**config.mk**
```make
export PLATFORM = sky130hd
export DESIGN_NAME = mwfs_ram
export DESIGN_NICKNAME = d
export VERILOG_FILES = /design/src/design/mwfs_ram.sv
export SDC_FILE = /design/constraint.sdc
export NUM_CORES = 1
export LEC_CHECK = 0
export BUFFER_PORTS_ARGS = -buffer_cell sky130_fd_sc_hd__buf_2
export CORE_MARGIN = 3
export CORE_UTILIZATION = 49
export CTS_BUF_LIST = sky130_fd_sc_hd__clkbuf_2 sky130_fd_sc_hd__clkbuf_4 sky130_fd_sc_hd__clkbuf_8
export DETAILED_ROUTE_END_ITERATION = 8
export GPL_TIMING_DRIVEN = 0
export PLACE_DENSITY_LB_ADDON = 0.08
export SKIP_LAST_GASP = 1
export SYNTH_ARGS = -nofsm -noshare
export SYNTH_HDL_FRONTEND = slang
export SYNTH_SLANG_ARGS = --single-unit
```
**constraint.sdc**
```tcl
create_clock -name clk -period 2.8 [get_ports clk]
set_input_delay 0.56 -clock clk [delete_from_list [all_inputs] [get_ports clk]]
set_output_delay 0.56 -clock clk [all_outputs]
set_load 0.005 [all_outputs]
```
**src/design/mwfs_ram.sv**
```systemverilog
// ----------------------------------------------------------------------------
// mwfs_ram
// Generic single-port-write, single-port-read RAM with registered read data.
// ----------------------------------------------------------------------------
`default_nettype none

module mwfs_ram #(
	parameter int WIDTH = 8,
	parameter int DEPTH = 16
) (
	input  wire logic                     clk,
	input  wire logic                     we,
	input  wire logic [$clog2(DEPTH)-1:0] waddr,
	input  wire logic [WIDTH-1:0]         wdata,
	input  wire logic                     re,
	input  wire logic [$clog2(DEPTH)-1:0] raddr,
	output logic      [WIDTH-1:0]         rdata
);

	logic [WIDTH-1:0] mem [DEPTH];

	always_ff @(posedge clk) begin
		if (we) begin
			mem[waddr] <= wdata;
		end
		if (re) begin
			rdata <= mem[raddr];
		end
	end

endmodule

`default_nettype wire

```
==> flow_summary.yaml <==
status:
  status: "completed"
placed_design:
  dp_cells: 390
  dpl_worst_slack_ns: 0.1552
  dp_hpwl_mm: 6.286
  portBuffers: 25
  globalplace.congestion: 0.7312
  post_dp_cell_area_um2: 5523
sta:
  skew_ns: 0.01145
  hold_viol_final: 0
  min_period_ns: 2.140
  clock.fmax_mhz: 467.3
  relSlewSlack: 0.1217
  finalSetupTns_ns: 0
  holdWs_ns: 0.4728
  slew_violations: 0
  finalSetupViolCount: 0
  tightestPinTransition_ns: 1.307
  worst_slack_ns: 0.6601
  post-route-period-util: 0.7642
  rsz0062_at_grt: "false"
clocking:
  clkSlewWorstSetupHoldPaths_ns: 0.08
  holdBufCountCts: 0
  insertion_delay_ns: 0.42
  h-tree-depth: 4
  tritoncts.num_buffers: 17
  cts_sinks: 136
  postCtsResizedCells: 0
  clockBufferDepth: 2
  cts_tree: "done"
  root_buffer: "clkbuf_8"
  cts_setup_buffers: 0
cells_and_area:
  regArea_um2: 4084
  final_area_um2: 6006
  drive_gt1_frac: 0.2986
  layout_commonest_cell: "edfxtp_1"
  area_growth_syn_to_layout_pct: 14.89
  final_cells: 424
  multiInputGateArea_um2: 1057
  n_antenna_cell: 0
  layout.nets: 294
  layout_common_cells: "136 x edfxtp_1, 29 x buf_2, 18 x mux4_2, 17 x clkbuf_8, 16 x a22oi_1"
  nFillCells: 782
drt:
  drtAntennaViolNets: 0
  via_per_inst: 5.731
  dr.pass1.iters: 4
  route.detailed.drc: 0
  dr_total_vias: 2430
  drt_iter0_drc: 174
  wl_per_cell_um: 23.49
  drt_wl_total_mm: 9.959
floorplan:
  fp-row-count: 37
  die_y_um: 109.3
  ios: 27
  core_area_um2: 10370
  die_area_um2: 11940
  initial_core_util: 0.5041
  die_x_um: 109.3
logic_synthesis:
  synth.distinct_cells: 18
  syn_nets: 248
  synth-seq-cells: 136
  syn_area_um2: 5228
  synthTopCellsByArea: "edfxtp_1 78%, mux4_2 7.8%, mux4_1 7.0%, a22oi_1 2.3%, nor2_1 0.93%"
  synth_top_area_frac: 0.7812
  synth_cells: 229
  ys_warn_count: 0
  ys_seq_area_frac: 0.7812
  syn_area_per_cell_um2: 22.83
  yosys.area.top_type: "edfxtp_1"
global_routing:
  grt.overflow.total: 0
  grt_pass1_wl_mm: 14.98
  grt_usage: 0.1845
  antenna_found_initial: 0
  grt_pass1_vias: 2422
  grt_max_degree: 17
critical_path:
  max_stage_delay_ns: 0.96
  start_kind: "input port"
  crit_path_cell_trace: "buf_2 -> or3b_2 -> nor3_1"
  arrival_ns: 2.17
  slowest_stage: "nor3_1"
  critPathMaxFanout: 8
  path_class: "input port to flop"
  timing.rr.start: "mem[5][2]"
  startpoint: "waddr[2]"
  cp-end-kind: "flop"
  required_ns: 2.83
hold_path:
  worstHoldStart: "re"
  hold_path_class: "input port to flop"
job:
  max_cap_viol_count: 0
power:
  p_leak_nw: 2.003
  vdd_drop_max_mv: 0.3958
  power.density_nw_per_um2: 731.8
## area by class of cell
type	instances	area share
Tap cell	136	0.02833
Multi-Input combinational cell	83	0.1760
Sequential cell	136	0.6800
Buffer	10	0.01438
Clock buffer	18	0.04021
Timing Repair Buffer	27	0.02292
Clock inverter	14	0.03813
## layer usage
metal | share of wire | global-route usage
met5 | 0 | 0
met4 | 0.0057 | 0.05610
met3 | 0.076 | 0.03789
met2 | 0.48 | 0.2732
met1 | 0.44 | 0.2810
## per-stage QoR
stage | total power, W | util
4_1_cts | 0.004424 | 0.5779
3_5_place_dp | 0.002564 | 0.5326
2_1_floorplan | 0.002461 | -
3_3_place_gp | 0.002560 | 0.5326
5_1_grt | 0.004530 | 0.5792
6_report | 0.004395 | 0.5792
## Yosys cell counts, drive strengths merged
cell type and instances:
nor2 13, or3b 1, nand3 1, mux4 32, nand2 9, nand2b 2
and2b 1, nand3b 2, a22oi 16, and2 1, nor2b 1, nor3 4
edfxtp 136, buf 7, clkdlybuf4s25 3
## registers in the layout, indices dropped and copies added (netlist names)
name	count
mem	128
rdata	8
## critical path: cells and delay by family
kind | cells | cell delay, ns
buf+inv | 1 | 0.12
simple gates | 2 | 1.48
## final timing paths
check	cells after the start	endpoint	slack, ns
worst max-delay path	3	mem[0][5]	0.66
worst min register to register	3	rdata[7]	0.77
worst max register to register	3	rdata[2]	1.24
worst min-delay path	1	rdata[2]	0.47
## kinds of logic after synthesis
| kind of cell | Yosys count | share of synthesized area |
|---|---|---|
| flops | 136 | 0.7812 |
| mux | 32 | 0.1479 |
| compound gates | 16 | 0.02298 |
| buf+inv | 10 | 0.01651 |
| simple gates | 35 | 0.03136 |
## power breakdown
part | internal, W | leakage [nW] | switching [W] | total (W)
Sequential | 0.00229 | 1.24 | 0.00000957 | 0.00230
Combinational | 0.0000885 | 0.528 | 0.000125 | 0.000213
Clock | 0.00115 | 0.239 | 0.000727 | 0.00188
Total | 0.00353 | 2.00 | 0.000862 | 0.00440
No activity file was read; power rests on OpenSTA's default activity.
