### src/design/mwfs_pkg.sv
// ----------------------------------------------------------------------------
// mwfs_pkg
// Shared types and constants of the multipath water-filling scheduler.
// ----------------------------------------------------------------------------
`default_nettype none

package mwfs_pkg;

	localparam int MAX_PATHS   = 4;
	localparam int MAX_PACKETS = 64;
	localparam int PIW = $clog2(MAX_PATHS);
	localparam int PCW = $clog2(MAX_PATHS + 1);
	localparam int KIW = $clog2(MAX_PACKETS);
	localparam int KCW = $clog2(MAX_PACKETS + 1);

	localparam int MUL_A_W  = 48;
	localparam int MUL_B_W  = 48;
	localparam int PROD_W   = MUL_A_W + MUL_B_W;
	localparam int MD_CNT_W = $clog2(MUL_A_W + 1);
	localparam int QUOTA_W  = 33;
	localparam int SUM_W    = QUOTA_W + PCW;
	localparam int SRCH_W   = 40;
	localparam int PKT_W    = 48;

	localparam logic [12:0] KBYTE_BITS = 13'd8000;
	localparam logic [QUOTA_W-1:0] QUOTA_MAX = {QUOTA_W{1'b1}};
	// product at or above 8000 * 2^33 gives a saturated quota
	localparam logic [PROD_W-1:0] SAT_PROD = PROD_W'(64'd68719476736000);
	// x / 8000 == (x * RECIP_KBYTE) >> RECIP_SH, exact for every x below SAT_PROD
	localparam int RECIP_SH = 59;
	localparam logic [MUL_B_W-1:0] RECIP_KBYTE = MUL_B_W'(64'd72057594037928);

	localparam logic [1:0] MODE_PATH = 2'd0;
	localparam logic [1:0] MODE_PKT  = 2'd1;
	localparam logic [1:0] MODE_GO   = 2'd2;

	typedef enum logic [1:0] {
		MD_MUL = 2'b01,
		MD_DIV = 2'b10
	} md_op_t;

	typedef struct packed {
		logic                start;
		md_op_t              op;
		logic [MUL_A_W-1:0]  a;
		logic [MUL_B_W-1:0]  b;
	} md_req_t;

	typedef struct packed {
		logic               done;
		logic [PROD_W-1:0]  value;
	} md_rsp_t;

endpackage

`default_nettype wire

### src/design/mwfs_muldiv.sv
// ----------------------------------------------------------------------------
// mwfs_muldiv
// Shared bit-serial unit: shift-add multiply (a x b, one bit of b per cycle)
// or restoring divide (a / b, one quotient bit per cycle).
// ----------------------------------------------------------------------------
`default_nettype none

module mwfs_muldiv
	import mwfs_pkg::*;
(
	input  wire logic    clk,
	input  wire logic    arst_n,
	input  wire md_req_t req,
	output md_rsp_t      rsp
);

	logic                busy_q;
	md_op_t              op_q;
	logic [MD_CNT_W-1:0] cnt_q;
	logic [PROD_W-1:0]   acc_q;
	logic [PROD_W-1:0]   ash_q;
	logic [MUL_B_W-1:0]  bsh_q;
	logic [MUL_A_W-1:0]  num_q;
	logic [MUL_B_W:0]    rem_q;
	logic                done_q;

	logic [MUL_B_W:0] trial;
	logic             fits;

	assign trial = {rem_q[MUL_B_W-1:0], num_q[MUL_A_W-1]};
	assign fits  = trial >= {1'b0, bsh_q};

	always_ff @(posedge clk or negedge arst_n) begin
		if (!arst_n) begin
			busy_q <= 1'b0;
			done_q <= 1'b0;
		end else begin
			done_q <= 1'b0;
			if (req.start && !busy_q) begin
				busy_q <= 1'b1;
			end else if (busy_q && cnt_q == MD_CNT_W'(1)) begin
				busy_q <= 1'b0;
				done_q <= 1'b1;
			end
		end
	end

	always_ff @(posedge clk) begin
		if (req.start && !busy_q) begin
			op_q  <= req.op;
			acc_q <= '0;
			ash_q <= PROD_W'(req.a);
			bsh_q <= req.b;
			num_q <= req.a;
			rem_q <= '0;
			cnt_q <= (req.op == MD_MUL) ? MD_CNT_W'(MUL_B_W) : MD_CNT_W'(MUL_A_W);
		end else if (busy_q) begin
			cnt_q <= cnt_q - MD_CNT_W'(1);
			if (op_q == MD_MUL) begin
				if (bsh_q[0]) begin
					acc_q <= acc_q + ash_q;
				end
				ash_q <= {ash_q[PROD_W-2:0], 1'b0};
				bsh_q <= {1'b0, bsh_q[MUL_B_W-1:1]};
			end else begin
				rem_q <= fits ? (trial - {1'b0, bsh_q}) : trial;
				num_q <= {num_q[MUL_A_W-2:0], fits};
			end
		end
	end

	assign rsp.done  = done_q;
	assign rsp.value = (op_q == MD_MUL) ? acc_q : PROD_W'(num_q);

endmodule

`default_nettype wire

### config.mk
export PLATFORM = sky130hd
export DESIGN_NAME = mwfs_muldiv
export DESIGN_NICKNAME = d
export VERILOG_FILES = /design/src/design/mwfs_pkg.sv /design/src/design/mwfs_muldiv.sv
export SDC_FILE = /design/constraint.sdc
export NUM_CORES = 1
export LEC_CHECK = 0
export CAP_MARGIN = 20
export CORE_ASPECT_RATIO = 0.9
export CORE_MARGIN = 3
export CORE_UTILIZATION = 35
export CTS_CLUSTER_DIAMETER = 120
export DETAILED_ROUTE_END_ITERATION = 7
export DONT_BUFFER_PORTS = 1
export REMOVE_ABC_BUFFERS = 1
export SLEW_MARGIN = 20
export SYNTH_ARGS = -nofsm -noshare
export SYNTH_HDL_FRONTEND = slang
export SYNTH_SLANG_ARGS = --single-unit
### constraint.sdc
create_clock -name clk -period 3.8 [get_ports clk]
set_input_delay 1.14 -clock clk [delete_from_list [all_inputs] [get_ports clk]]
set_output_delay 1.14 -clock clk [all_outputs]
set_load 0.005 [all_outputs]
==> results of run 1 <==
-- synthesized netlist by cell type, drive strengths merged (4+ instances only) --
master	number
o21bai	32
a21o	69
o21a	12
a221oi	8
and3	16
o31ai	13
or3	11
nand2	788
o21ai	219
dfxtp	198
a2111oi	5
a21boi	7
nor4	7
xor2	47
a211oi	27
mux2i	46
nand2b	23
ha	145
edfxtp	146
and2	63
buf	28
o211ai	12
nor3	33
nor2	132
o2111ai	4
nand4	44
clkbuf	134
nor2b	15
inv	83
a21oi	279
and4	4
nand3	97
o22ai	4
or2	9
a31oi	16
a211o	4
xnor2	73
-- per-stage QoR --
stage               power (mW)  cell area (um2)   util  hold WS, ns
floorplan                 13.9            22000      -        0.421
global placement          16.9            24200  0.382        0.447
detailed placement        16.9            24200  0.382        0.449
CTS                       21.2            25600  0.404        0.221
global route              23.0            25700  0.406        0.221
finish                    21.2            25700  0.406        0.254
-- report_power, final --
group          leakage (nW)  total [mW]  internal [mW]  switching [mW]
combinational          7.44        10.9           4.59            6.27
sequential             3.08        6.21           5.26           0.951
clock                 0.692        4.14           2.39            1.75
total                  11.2        21.2           12.2            8.97
-- flip-flops by register name, indices dropped and copies added (netlist names) --
signal / flops
num_q: 48
ash_q: 96
done_q: 1
rem_q: 48
bsh_q: 48
cnt_q: 6
busy_q: 1
op_q: 2
acc_q: 96
-- routing by layer --
metal	global-route usage	vias up	share of wire
li1	-	10200	-
met1	0.270	9398	0.49
met2	0.306	440	0.44
met3	0.0316	73	0.053
met4	0.0467	4	0.020
met5	0	-	0.00027
-- final timing paths --
check	endpoint	slack (ns)	depth (start not counted)
worst min register to register	done_q	0.45	1
min in group clk	done_q	0.45	1
max in group asynchronous	busy_q	3.48	0
worst max register to register	acc_q[88]	0.06	14
worst max-delay path	acc_q[88]	0.06	14
worst min-delay path	done_q	0.25	0
-- final cells by class --
class | instances | area share
repair buffers | 128 | 0.0418
inverters | 84 | 0.0126
clock inverters | 18 | 0.00759
clock buffers | 60 | 0.0471
well taps | 845 | 0.0411
multi-input cells | 2317 | 0.523
flip-flops and latches | 346 | 0.327
-- cells by family after synthesis --
kind of cell,after synthesis,share of synthesized area
AOI/OAI and AO/OA,750,0.199
and+or+nand+nor,1253,0.239
adders and majority gates,147,0.0818
DFF,346,0.370
xor gates and xnor gates,120,0.0464
muxes,47,0.0208
buffers and inverters,246,0.0432
-- worst max-delay path, delay by kind of cell (launching register included) --
family | cells | cell delay (ns)
buffers and inverters | 2 | 0.34
flip-flops | 1 | 0.43
adder cells (fa/ha/maj) | 1 | 0.30
AO/OA/AOI/OAI | 8 | 1.30
AND/OR/NAND/NOR | 3 | 1.25
-- timing repair --
| item | in CTS | in global routing |
|---|---|---|
| endpoints found under the setup margin | 5 | 63 |
| hold buffers | 0 | 0 |
| gates resized for setup | 4 | 22 |
| pin swaps | 1 | 7 |
| buffers inserted | 0 | 1 |
==> metrics, run 1 <==
fmax 0.268 GHz; global route total overflow 0; fin. max-slew vios 0; Worst slew margin 0.488; CP max-delay cell or4_4; IO Pins 198; Final nets roughly 3200; Cell Pwr Density 825 mW/mm2; Die Span X 274 um; n_diodes 0; largest area contributor in the netlist edfxtp_1; Mapped Cells between 2000 and 3000; Max-Cap Viols 0; DRT Pass-1 Iters 5; Core Area around 0.063 mm2; most frequent cells in the layout nand2_1, a21oi_1, o21ai_0, dfxtp_1, edfxtp_1; min-delay worst type in2async; die height approximately 250 um; Placement Setup Slack -0.0534 ns; ranking of synthesized cells by area edfxtp_1, dfxtp_1, nand2_1; Final setup viols 0; Fin. Hold Viols 0; Ys Warns 0; total track usage 0.191; vias in the first global route roughly 19000; Max stage delay on crit path roughly 0.6 ns; post-synthesis cell area about 0.023 mm2; Data arrival, critical path approximately 4.2 ns; CTS Buffer Depth 3; post-synthesis register bit count between 300 and 400; Yosys cell types 84; Row Count just under 90; placed cells around 3700; Worst Path Max Fanout 4; CTS buffer count 42; Mapped Avg Cell Area slightly below 8 um2; CP Launch Point ash_q[40]; htree depth 2; total number of vias 20100; Leak ~11 nW; Async SR Flop Fraction 0.00578; GPL Wtd Cong between 0.8 and 0.9; full die area just under 0.07 mm2; actual slew at the worst max-slew pin a little under 0.8 ns; share of layout cells above drive strength 1 0.0830; clock sink count between 300 and 400; r2r startpoint ash_q[40]; P&R area growth vs syn 13.4%; DP Wirelength approximately 50000 um; Post-Route Skew between 0.03 and 0.04 ns; DRT antenna net count 0; FILL cells around 6500; commonest non-fill, non-tap cell in the layout nand2_1; crit start category flip-flop; setup_tns 0 ns; Post-synth EDFFs approximately 150; critical path capture point type flip-flop; post-synthesis sequential area ratio 0.370; Worst-Skew Late Latency ~0.6 ns; post-route setup slack approximately 0.065 ns; Synth top area share 0.193; IO Port Bufs 0; DR vias/cell 5.30; Clock Tree Root clkbuf_16; first-pass GRT wire length approximately 110000 um; outcome finished, final reports clean; final WL between 60000 and 70000 um; critical path class reg2reg; largest net degree at the start of global routing around 100; CTS tree yes; Initial Utilization 0.358; Max VDD drop between 0.4 and 0.5 mV; number of remaining DRC errors 0; crit-path cells ha_4, nand4_1, or4_4, or4_4, a211oi_2, a311oi_2, buf_4, a21oi_4, a21oi_2, o21ai_2, a221oi_2, buf_4, o21a_1, a311o_1; RSZ-0062 raised after global routing yes; register area between 0.008 and 0.009 mm2; CTS clock-pin slew for the worst setup and hold paths 0.06 ns; initial antenna violation count 2; Routed WL per cell between 15 and 20 um; Required @ worst endpoint between 4 and 5 ns; final period utilization 0.983; fin cells between 3000 and 4000; Starting DRT DRC Count 1347; area of the multi-input gates roughly 0.013 mm2; ys flop type dfxtp_1; Final min period approximately 3.7 ns
(Power assumes the default switching activity.)
==> inputs of run 2 (changes only) <==
--- a/config.mk
+++ b/config.mk
@@ -5,15 +5,16 @@
 export SDC_FILE = /design/constraint.sdc
 export NUM_CORES = 1
 export LEC_CHECK = 0
+export ABC_AREA = 1
 export CAP_MARGIN = 20
 export CORE_ASPECT_RATIO = 0.9
 export CORE_MARGIN = 3
 export CORE_UTILIZATION = 35
 export CTS_CLUSTER_DIAMETER = 120
+export CTS_CLUSTER_SIZE = 16
 export DETAILED_ROUTE_END_ITERATION = 7
 export DONT_BUFFER_PORTS = 1
 export REMOVE_ABC_BUFFERS = 1
-export SLEW_MARGIN = 20
 export SYNTH_ARGS = -nofsm -noshare
 export SYNTH_HDL_FRONTEND = slang
 export SYNTH_SLANG_ARGS = --single-unit
==> metrics, run 2 <==
outcome finished, final reports clean; commonest non-fill, non-tap cell in the layout nand2_1; Required @ worst endpoint 2.66 ns (-1.61 ns); crit start category flip-flop; fin cells 5833 (+54%); post-route setup slack 0.433 ns (+0.368 ns); number of remaining DRC errors 0 (unchanged); post-synthesis cell area 0.0281 mm2 (+24%); Post-DP Area 0.0293 mm2 (+21%); Data arrival, critical path 2.23 ns (-1.97 ns); CTS Buffer Depth 3 (unchanged); Yosys cell types 37 (-56%); Row Count 98 (+13%); GPL Wtd Cong 1.02 (+13%); Core Area 0.0796 mm2 (+26%); Final nets 5013 (+58%); post-synthesis sequential area ratio 0.298 (-0.0721); DR vias/cell 4.79 (-9.6%); CTS clock-pin slew for the worst setup and hold paths 0.07 ns (about the same); hold_buf cts 0 (unchanged); CTS buffer count 26 (-38%); Max-Cap Viols 0 (unchanged); Synth top area share 0.257 (+0.0637); final hold slack 0.221 ns (-0.0336 ns); Async SR Flop Fraction 0.00578 (unchanged); DRT Pass-1 Iters 6 (+1); r2r startpoint ash_q[0]; FILL cells 8944 (+37%); most frequent cells in the layout nand2_1, inv_1, nor2_1, nand3_1, dfxtp_1; Fin. Hold Viols 0 (unchanged); first-pass GRT wire length 151000 um (+43%); final WL 100000 um (+51%); synth cell count leaders nand2_1, inv_1, nor2_1; fmax 0.297 GHz (+11%); setup_tns 0 ns (unchanged); Cell Pwr Density 1030 mW/mm2 (+25%); critical path capture point type output pin; fin area 0.0301 mm2 (+17%); Post-synth EDFFs 146 (unchanged); Starting DRT DRC Count 2580 (+92%); Ys Warns 0 (unchanged); Reg-to-Reg End acc_q[40]; critical path class reg2out; R2R depth 13 (-1); vias in the first global route 25700 (+35%); IO Port Bufs 0 (unchanged); total chip power 31.1 mW (+47%); placed cells 5787 (+56%); Final min period 3.37 ns (-0.368 ns); DP Wirelength 81700 um (+67%); Max VDD drop 0.432 mV (-8.9%); post-synthesis register bit count 346 (unchanged); clock sink count 346 (unchanged); total number of vias 27900 (+39%); Mapped Avg Cell Area 5.84 um2 (-25%); global route total overflow 0 (unchanged); Routed WL per cell 17.2 um (-2.0%); post-CTS sizing 0 (-4); Mapped Cells 4816 (+66%); Worst-Skew Late Latency 0.61 ns (about the same); fin. max-slew vios 0 (unchanged); ys flop type dfxtp_1; count leader, synth nand2_1; Clock Tree Root clkbuf_16; largest net degree at the start of global routing 101 (-2.9%); min-delay worst type in2async; initial antenna violation count 6 (+4); P&R area growth vs syn 6.90%; Initial Utilization 0.354 (-0.00413); IO Pins 198 (unchanged); Final setup viols 0 (unchanged); Setup Buffers After CTS 0 (unchanged); Worst Path Max Fanout 66 (+62); utilization after layout 0.378 (-0.0276); actual slew at the worst max-slew pin 0.847 ns (+0.0784 ns); total track usage 0.233 (+0.0411); Worst slew margin 0.435 (-0.0531); final period utilization 0.886 (-0.0969); Placement Setup Slack 0.871 ns (+0.924 ns); worst reg2reg setup slack 0.67 ns (+0.61 ns); ranking of synthesized cells by area nand2_1, edfxtp_1, dfxtp_1; die height 275 um (+11%); htree depth 1 (-1); Leak 17.1 nW (+53%); Post-Route Skew 0.0401 ns (+0.00596 ns); full die area 0.0839 mm2 (+24%); RSZ-0062 raised after global routing no; CTS tree yes; DRT antenna net count 0 (unchanged); largest area contributor in the netlist nand2_1; share of layout cells above drive strength 1 0.0182 (-0.0648); biggest regs acc_q (96), ash_q (96); Die Span X 305 um (+11%)
## run 2: cell count changes after synthesis, sizes merged, moves of 69 or more
cell	before	now
inv	83	1066
a21o	69	0
a21oi	279	188
nor2	132	403
nand2	788	1928
nand3	97	237
## run 2: cell families (layout without fill, tap and decap cells)
logic type / Yosys count / after routing / share of synthesized area
and+or+nand+nor: 2648 / 2648 / 0.372
buffers and inverters: 1170 / 1136 / 0.158
AOI/OAI and AO/OA: 429 / 429 / 0.0816
DFF: 346 / 346 / 0.298
adders and majority gates: 147 / 147 / 0.0659
xor gates and xnor gates: 76 / 76 / 0.0236
other: 0 / 1 / 0
## run 2: final cells by class
cell class | count | area (um2) | share of cell area
multi-input cells | 3300 | 15300 | 0.510
flip-flops and latches | 346 | 8400 | 0.279
inverters | 1066 | 4010 | 0.133
well taps | 1050 | 1310 | 0.0437
clock buffers | 41 | 707 | 0.0235
repair buffers | 25 | 288 | 0.00956
clock inverters | 4 | 41.3 | 0.00137
diodes | 1 | 2.50 | 0.0000832
## run 2: worst max path at each step
stage / slack (ns) / endpoint / start / cells past startpoint
6_report: 0.43 / rsp[52] / op_q[0] / 6
5_1_grt: 0.23 / rsp[74] / op_q[0] / 6
3_3_place_gp: 0.87 / acc_q[75] / ash_q[40] / 13
4_1_cts: 0.38 / rsp[72] / op_q[0] / 6
2_1_floorplan: -13.49 / ash_q[0] / req[98] / 4
3_5_place_dp: 0.87 / acc_q[77] / ash_q[44] / 13
## run 2: worst max-delay path, stage by stage, from the launching register on
cell and delay (ns):
edfxtp_1 0.36, inv_1 0.10, nor2_4 0.05, inv_4 0.45, buf_12 0.26, buf_4 0.27, nor2_1 0.11
## run 2: report_power, final
group | total, mW | leakage (nW) | internal [mW] | switching (mW)
sequential | 6.85 | 3.10 | 5.80 | 1.05
combinational | 21.5 | 13.7 | 6.68 | 14.8
clock | 2.77 | 0.360 | 1.29 | 1.48
## run 2: layer usage
layer	wire length, um	track usage	up-vias
met2	42200	0.361	814
met5	75	0	-
met1	46500	0.329	12600
li1	-	-	14400
met3	8790	0.0505	121
met4	2540	0.0529	10
